**config.mk**
```make
export PLATFORM = sky130hd
export DESIGN_NAME = msl_slew
export DESIGN_NICKNAME = d
export VERILOG_FILES = /design/src/rtl/msl_pkg.sv /design/src/rtl/msl_slew.sv
export SDC_FILE = /design/constraint.sdc
export NUM_CORES = 1
export LEC_CHECK = 0
export BUFFER_PORTS_ARGS = -buffer_cell sky130_fd_sc_hd__buf_2
export CAP_MARGIN = 20
export CELL_PAD_IN_SITES_DETAIL_PLACEMENT = 0
export CELL_PAD_IN_SITES_GLOBAL_PLACEMENT = 1
export CORE_ASPECT_RATIO = 0.5
export CORE_MARGIN = 5
export CORE_UTILIZATION = 46
export CTS_CLUSTER_SIZE = 10
export DETAILED_ROUTE_END_ITERATION = 8
export PLACE_DENSITY = 0.85
export REMOVE_ABC_BUFFERS = 1
export SKIP_CTS_REPAIR_TIMING = 1
export SYNTH_ARGS = -nofsm -noshare
export SYNTH_HDL_FRONTEND = slang
export SYNTH_SLANG_ARGS = --single-unit
```
**constraint.sdc**
```tcl
create_clock -name i_clk -period 12 [get_ports i_clk]
set_clock_uncertainty 0.1 [all_clocks]
set_input_delay 0.6 -clock i_clk [delete_from_list [all_inputs] [get_ports i_clk]]
set_output_delay 0.6 -clock i_clk [all_outputs]
set_load 0.05 [all_outputs]
```
**src/rtl/msl_pkg.sv**
```systemverilog
// Shared constants and types for the median, slew-limit and low-pass filter chain.
package msl_pkg;

    localparam int SAMPLE_BITS = 16;
    localparam int WEIGHT_BITS = 16;
    localparam int SLEW_FRAC   = 8;

    localparam int STEP_W     = SAMPLE_BITS + SLEW_FRAC;
    localparam int WEIGHT_W   = WEIGHT_BITS + 1;
    localparam int SMOOTH_W   = SAMPLE_BITS + WEIGHT_BITS;
    localparam int CFG_DATA_W = (WEIGHT_W > STEP_W) ? WEIGHT_W : STEP_W;
    localparam int CFG_IDX_W  = 1;

    localparam logic [WEIGHT_W-1:0] WEIGHT_ONE   = WEIGHT_W'(1) << WEIGHT_BITS;
    localparam logic [WEIGHT_W-1:0] WEIGHT_RESET = WEIGHT_W'(1) << (WEIGHT_BITS - 2);
    localparam logic [STEP_W-1:0]   STEP_RESET   = STEP_W'(1) << (STEP_W - 1);

    typedef logic signed [SAMPLE_BITS-1:0] t_sample;

    typedef enum logic [CFG_IDX_W-1:0] {
        CFG_SMOOTHING_WEIGHT = 1'b0,
        CFG_MAX_STEP         = 1'b1
    } t_cfg_idx;

endpackage

```
**src/rtl/msl_slew.sv**
```systemverilog
// Slew-rate limiter stage with an 8-fraction-bit level.
module msl_slew (
    input  logic                       i_clk,
    input  logic                       i_rst_n,
    input  logic [msl_pkg::STEP_W-1:0] i_max_step,
    input  logic                       i_valid,
    input  msl_pkg::t_sample           i_sample,
    input  logic                       i_ready_next,
    output logic                       o_ready,
    output logic                       o_valid,
    output msl_pkg::t_sample           o_sample
);

    localparam int LW = msl_pkg::STEP_W;
    localparam int DW = LW + 2;

    logic                 r_valid;
    msl_pkg::t_sample     r_sample;
    logic                 r_primed;
    logic signed [LW-1:0] r_level;
    logic signed [LW-1:0] target;
    logic signed [DW-1:0] diff;
    logic signed [DW-1:0] lim;
    logic signed [DW-1:0] neg_lim;
    logic signed [DW-1:0] step;
    logic signed [DW-1:0] sum;
    logic signed [LW-1:0] moved;
    logic signed [LW-1:0] quo;
    logic signed [LW-1:0] quo_adj;
    logic                 rnd;
    logic signed [LW-1:0] n_level;
    msl_pkg::t_sample     n_sample;
    logic                 take;

    assign o_ready = !r_valid || i_ready_next;
    assign take    = i_valid && o_ready;

    assign target  = $signed({i_sample, {msl_pkg::SLEW_FRAC{1'b0}}});
    assign diff    = DW'(target) - DW'(r_level);
    assign lim     = $signed({2'b00, i_max_step});
    assign neg_lim = -lim;
    // clamp the move to the allowed step in either direction
    assign step    = (diff > lim) ? lim : ((diff < neg_lim) ? neg_lim : diff);
    assign sum     = DW'(r_level) + step;
    assign moved   = sum[LW-1:0];

    // truncate toward zero: round a negative level with a fraction up by one
    assign quo     = moved >>> msl_pkg::SLEW_FRAC;
    assign rnd     = moved[LW-1] && (|moved[msl_pkg::SLEW_FRAC-1:0]);
    assign quo_adj = quo + $signed({{(LW-1){1'b0}}, rnd});

    assign n_level  = r_primed ? moved : target;
    assign n_sample = r_primed ? quo_adj[msl_pkg::SAMPLE_BITS-1:0] : i_sample;

    always_ff @(posedge i_clk) begin
        if (!i_rst_n) begin
            r_valid  <= 1'b0;
            r_primed <= 1'b0;
            r_level  <= '0;
        end else begin
            if (o_ready) begin
                r_valid <= i_valid;
            end
            if (take) begin
                r_primed <= 1'b1;
                r_level  <= n_level;
            end
        end
    end

    always_ff @(posedge i_clk) begin
        if (take) begin
            r_sample <= n_sample;
        end
    end

    assign o_valid  = r_valid;
    assign o_sample = r_sample;

endmodule

```
==> results.txt, run 1 <==
status: completed
Core Region: 13800 sq um
crit start category: primary input
Critical Path RT: 11.95 ns
Psw: 0.846 mW
async set-or-reset flop fraction in the synthesized netlist: 0
Logic pwr share: 0.795
clock root buffer: clkbuf_16
Max stage delay on crit path: 0.87 ns
Post-synth top cells: ha_1, nor2_1, inv_1, nand2_1, a21oi_1
placed instance area: 7090 sq um
Syn Area/Cell: 7.59 sq um
r2r setup slk: 1.53 ns
reg2reg end: o_sample[12]
fmax: 95.5 MHz
maximum vdd drop: 0.0000865 V
number of global-route vias before repair: 5804
cell count after synthesis: 869
first-pass GRT wire length: 28700 microns
Main synth FF type: dfxtp_1
Pleak: 3.20 nW
CTS buffer count: 5
drt initial violations: 459
RSZ-0062 raised after global routing: false
top post-synthesis cells by area: ha_1, dfxtp_1, edfxtp_1
CTS tree: built
FP Rows: 30
area leader, netlist: ha_1
most used cell along the critical path: a21oi_1
Die Width: 179 microns
Starting Density: 0.479
final design utilization: 0.525
Period minus WS final: 10.47 ns
Seq cells post-synth: 42
Vert. Die Dim: 94.7 microns
Netlist Area Pre-Place: 6590 sq um
die footprint: 17000 sq um
DP Wirelength: 14700 microns
final WL: 17800 microns
IO buf count: 61
Post-synth EDFFs: 16
setup violators final: 0
CP endpoint: o_sample[12]
drt drc: 0
Clock Latency Late Sink: 0.29 ns
First-pass DRT Iterations: 5
Final Max Slew Viols: 0
GRT Residual Overflow: 0
top-count cell post-synth: ha_1
# diodes: 0
Flop pwr share: 0.121
Clk pwr share: 0.084
Hold Crit Depth: 2
pwr dens: 222 nW/um^2
period utilization: 0.873
antenna violations before repair: 0
pre-CTS setup slack: 1.41 ns
Synth cell types: 71
final setup margin: 1.53 ns
FILL cells: 1365
max_cap viols: 0
cell-internal power: 0.760 mW
Crit Path Category: in -> reg
R2R depth: 38
Layout Area Growth over Synthesis: 9.58%
critical path's slowest cell: a31oi_4
Hold Crit Class: reg -> reg
gr usage total: 0.209
nets: 1049
CP arrival: 10.42 ns
Yosys top cell area share: 0.171
final instance area: 7230 sq um
Antenna Nets Post-Route: 0
Max H-tree Level: 2
Worst-path clk slew: 0.07 ns
GPL Wtd Cong: 0.896
Max FO, Critical Path: 35
largest net degree at the start of global routing: 51
clk sinks: 42
DR vias/cell: 5.78
crit path capture type: flip-flop
share of cells above drive strength 1: 0.108
Crit Reg-Reg Startpoint: r_level[9]
register area share after synthesis: 0.152
clk buf depth: 2
I/O pins: 62
Tightest Pin Transition: 1.06 ns
final hold violations: 0
Slew HR: 0.295
YS warnings: 0
wire per inst: 16.1 microns
vias post-DR: 6393
setup TNS: 0 ns
crit path from: i_sample[1]
sw frac: 0.527
-- worst max-delay path: cells and delay by family --
kind / cells / cell delay, ns
compound gates: 22 / 6.00
xor+xnor: 3 / 0.61
fa+ha+maj: 4 / 1.24
buf+inv: 1 / 0.12
mux: 1 / 0.25
simple gates: 7 / 1.56
-- cell usage in the layout (no fill, tap or decap), types with 12 or more instances in the layout --
| master | count |
|---|---|
| o21ai_0 | 37 |
| a21oi_1 | 67 |
| nor2b_1 | 22 |
| a31oi_1 | 15 |
| xor2_1 | 20 |
| dfxtp_1 | 25 |
| nand2_1 | 72 |
| mux2i_1 | 28 |
| ha_1 | 90 |
| edfxtp_1 | 16 |
| buf_2 | 61 |
| nor2_1 | 73 |
| nand3_1 | 26 |
| o211a_1 | 12 |
| inv_1 | 72 |
| xnor2_1 | 51 |
| nor3_1 | 22 |
-- worst min-delay path by stage --
stage,start,to,slack (ns)
4_1_cts,r_level[1],r_level[1],0.45
3_3_place_gp,r_level[1],r_level[1],0.41
2_1_floorplan,r_level[1],r_level[1],0.38
5_1_grt,r_level[14],r_level[14],0.47
6_report,r_level[1],r_level[1],0.44
3_5_place_dp,r_level[21],r_level[21],0.44
-- metrics by stage --
step | hold slack, ns | total power [mW] | std cells
2_1_floorplan | 0.379 | 1.18 | 840
3_3_place_gp | 0.413 | 1.45 | 1099
3_5_place_dp | 0.438 | 1.46 | 1099
4_1_cts | 0.448 | 1.60 | 1107
5_1_grt | 0.467 | 1.76 | 1107
6_report | 0.442 | 1.61 | 1107
-- power groups by stage --
stage	Combinational (mW)	Clock (mW)	Sequential, mW
finish	1.28	0.135	0.195
global route	1.42	0.149	0.197
CTS	1.27	0.138	0.195
detailed placement	1.26	0	0.198
global placement	1.25	0	0.197
floorplan	0.941	0	0.244
-- metal layers --
metal  track usage  wire [microns]  part of all wire
met1         0.303            8780              0.49
met2         0.337            7720              0.43
met3        0.0296            1150             0.065
met4        0.0272             116            0.0065
met5             0               0                 0
-- flip-flops by register name (all words and copies together) (netlist names) --
name      cells
r_primed      1
r_level      24
o_valid       1
o_sample     16
-- kinds of logic (layout without fill, tap and decap cells) --
family	count (synthesis)	count (layout)	share of synthesized area
multiplexers	33	33	0.0510
buffers and inverters	101	147	0.0579
AND/OR/NAND/NOR	295	295	0.228
flip-flops	42	42	0.152
adder cells (fa/ha/maj)	92	92	0.176
AO/OA/AOI/OAI	235	235	0.241
XOR/XNOR	71	71	0.0943
-- layout make-up --
cell class,count,area (sq um),share of cell area
flip-flops and latches,42,1000,0.139
repair buffers,67,350,0.0485
multi-input cells,726,5220,0.723
clock buffers,6,129,0.0178
well taps,192,240,0.0332
inverters,72,270,0.0374
clock inverters,2,10.0,0.00139
Power figures use the tool's default switching activity.
==> run 2, diff against run 1 <==
Settings changed: CORE_MARGIN 5 to 2.
==> run 2 against run 1 <==
Clock-buffer cell count decreased by 1. First-iteration DRC count decreased by 2.2%. Global-route usage increased by 2.3 points. Sequential share of layout area hardly changed. Design area is essentially flat. Largest cell class unchanged. Core utilization about the same. Power increased by 0.32%. Final cell count is essentially flat. Largest power group unchanged. Sequential cell count is the same. Critical path depth shrank 5. Die area shrank 9.5%.
==> results.txt, run 2 (synthesis results as in run 1) <==
IO buf count: 61
Core Region: 13800 sq um
gr usage total: 0.232
R2R depth: 33
First-pass DRT Iterations: 5
final WL: 17800 microns
FP Rows: 30
Max stage delay on crit path: 0.77 ns
RSZ-0062 raised after global routing: false
Hold Crit Class: reg -> reg
crit path from: r_level[3]
final hold violations: 0
wire per inst: 16.1 microns
DP Wirelength: 14800 microns
pwr dens: 223 nW/um^2
fmax: 96.4 MHz
number of global-route vias before repair: 5683
Worst-path clk slew: 0.06 ns
Vert. Die Dim: 88.7 microns
max_cap viols: 0
largest net degree at the start of global routing: 51
vias post-DR: 6321
origin of the worst min-delay path: r_level[21]
Layout Area Growth over Synthesis: 9.51%
Largest Register: r_level
maximum vdd drop: 0.0000793 V
final setup margin: 1.62 ns
antenna violations before repair: 0
critical path's slowest cell: a31oi_4
DR vias/cell: 5.72
drt initial violations: 449
most common cell after layout, fill and taps aside: ha_1
Slew HR: 0.298
Hold Crit Depth: 1
CTS tree: built
CTS buffer count: 5
max FFs per register: 24
GRT Residual Overflow: 0
non-filler cells, final: 1106
drt drc: 0
Period minus WS final: 10.38 ns
clk sinks: 42
status: completed
Final Max Slew Viols: 0
clk buf depth: 2
Starting Density: 0.479
Crit Reg-Reg Startpoint: r_level[3]
setup TNS: 0 ns
share of cells above drive strength 1: 0.107
setup violators final: 0
die footprint: 15400 sq um
Clock Latency Late Sink: 0.29 ns
Antenna Nets Post-Route: 0
# diodes: 0
nets: 1048
Max FO, Critical Path: 31
pre-CTS setup slack: 1.66 ns
crit path capture type: flip-flop
final design utilization: 0.524
first-pass GRT wire length: 28800 microns
clock root buffer: clkbuf_16
Pleak: 3.19 nW
Die Width: 173 microns
GPL Wtd Cong: 0.910
commonest non-fill, non-tap cells in the layout: ha_1, nor2_1, nand2_1, inv_1, a21oi_1
CP arrival: 10.32 ns
Crit Path Category: reg -> reg
Critical Path RT: 11.94 ns
crit start category: flip-flop
placed cell count: 1098
I/O pins: 62
Max H-tree Level: 2
Tightest Pin Transition: 1.03 ns
period utilization: 0.865
total power: 1.61 mW
-- run 2: cell count changes in the layout (fill, tap and decap cells not counted) --
| cell | previous run | this run |
|---|---|---|
| buf_4 | 6 | 5 |
| clkbuf_1 | 1 | 0 |
| clkinv_1 | 0 | 1 |
| clkinv_2 | 2 | 1 |
| clkinvlp_4 | 0 | 1 |
-- run 2: final cells by class --
cell class	instances	area, sq um
Clock buffer	5	125
Clock inverter	3	16.3
Fill cell	1368	6560
Inverter	72	270
Multi-Input combinational cell	726	5220
Sequential cell	42	1000
Tap cell	192	240
Timing Repair Buffer	66	343
-- run 2: worst paths after layout --
kind / end / slack, ns
worst max-delay path: o_sample[12] / 1.62
worst min-delay path: r_level[21] / 0.45
worst max register to register: o_sample[12] / 1.62
worst min register to register: r_level[21] / 0.45
-- run 2: per-stage QoR --
| stage | area, sq um | hold slack (ns) |
|---|---|---|
| 4_1_cts | 7220 | 0.449 |
| 3_5_place_dp | 7080 | 0.439 |
| 6_report | 7220 | 0.447 |
| 3_3_place_gp | 7080 | 0.412 |
| 5_1_grt | 7220 | 0.464 |
| 2_1_floorplan | 6480 | 0.379 |
-- run 2: power breakdown --
group          internal [mW]  total, mW  switching [mW]  leakage, nW
Combinational          0.503       1.28           0.777         2.76
Sequential             0.180      0.195          0.0153        0.368
Clock                 0.0761      0.136          0.0602       0.0672
Total                  0.759       1.61           0.852         3.19
-- run 2: worst max-delay path: cells and delay by family (launching register included) --
kind / cells / cell delay (ns)
multiplexers: 1 / 0.25
AND/OR/NAND/NOR: 9 / 2.93
flip-flops: 1 / 0.39
XOR/XNOR: 3 / 0.74
AO/OA/AOI/OAI: 17 / 4.80
adder cells (fa/ha/maj): 3 / 0.89
-- run 2: layer usage --
| layer | track usage | vias to the layer above | routed length (microns) |
|---|---|---|---|
| li1 | - | 3248 | - |
| met3 | 0.0249 | 8 | 772 |
| met4 | 0.0247 | 0 | 51 |
| met1 | 0.333 | 2933 | 9130 |
| met5 | 0 | - | 0 |
| met2 | 0.391 | 132 | 7890 |
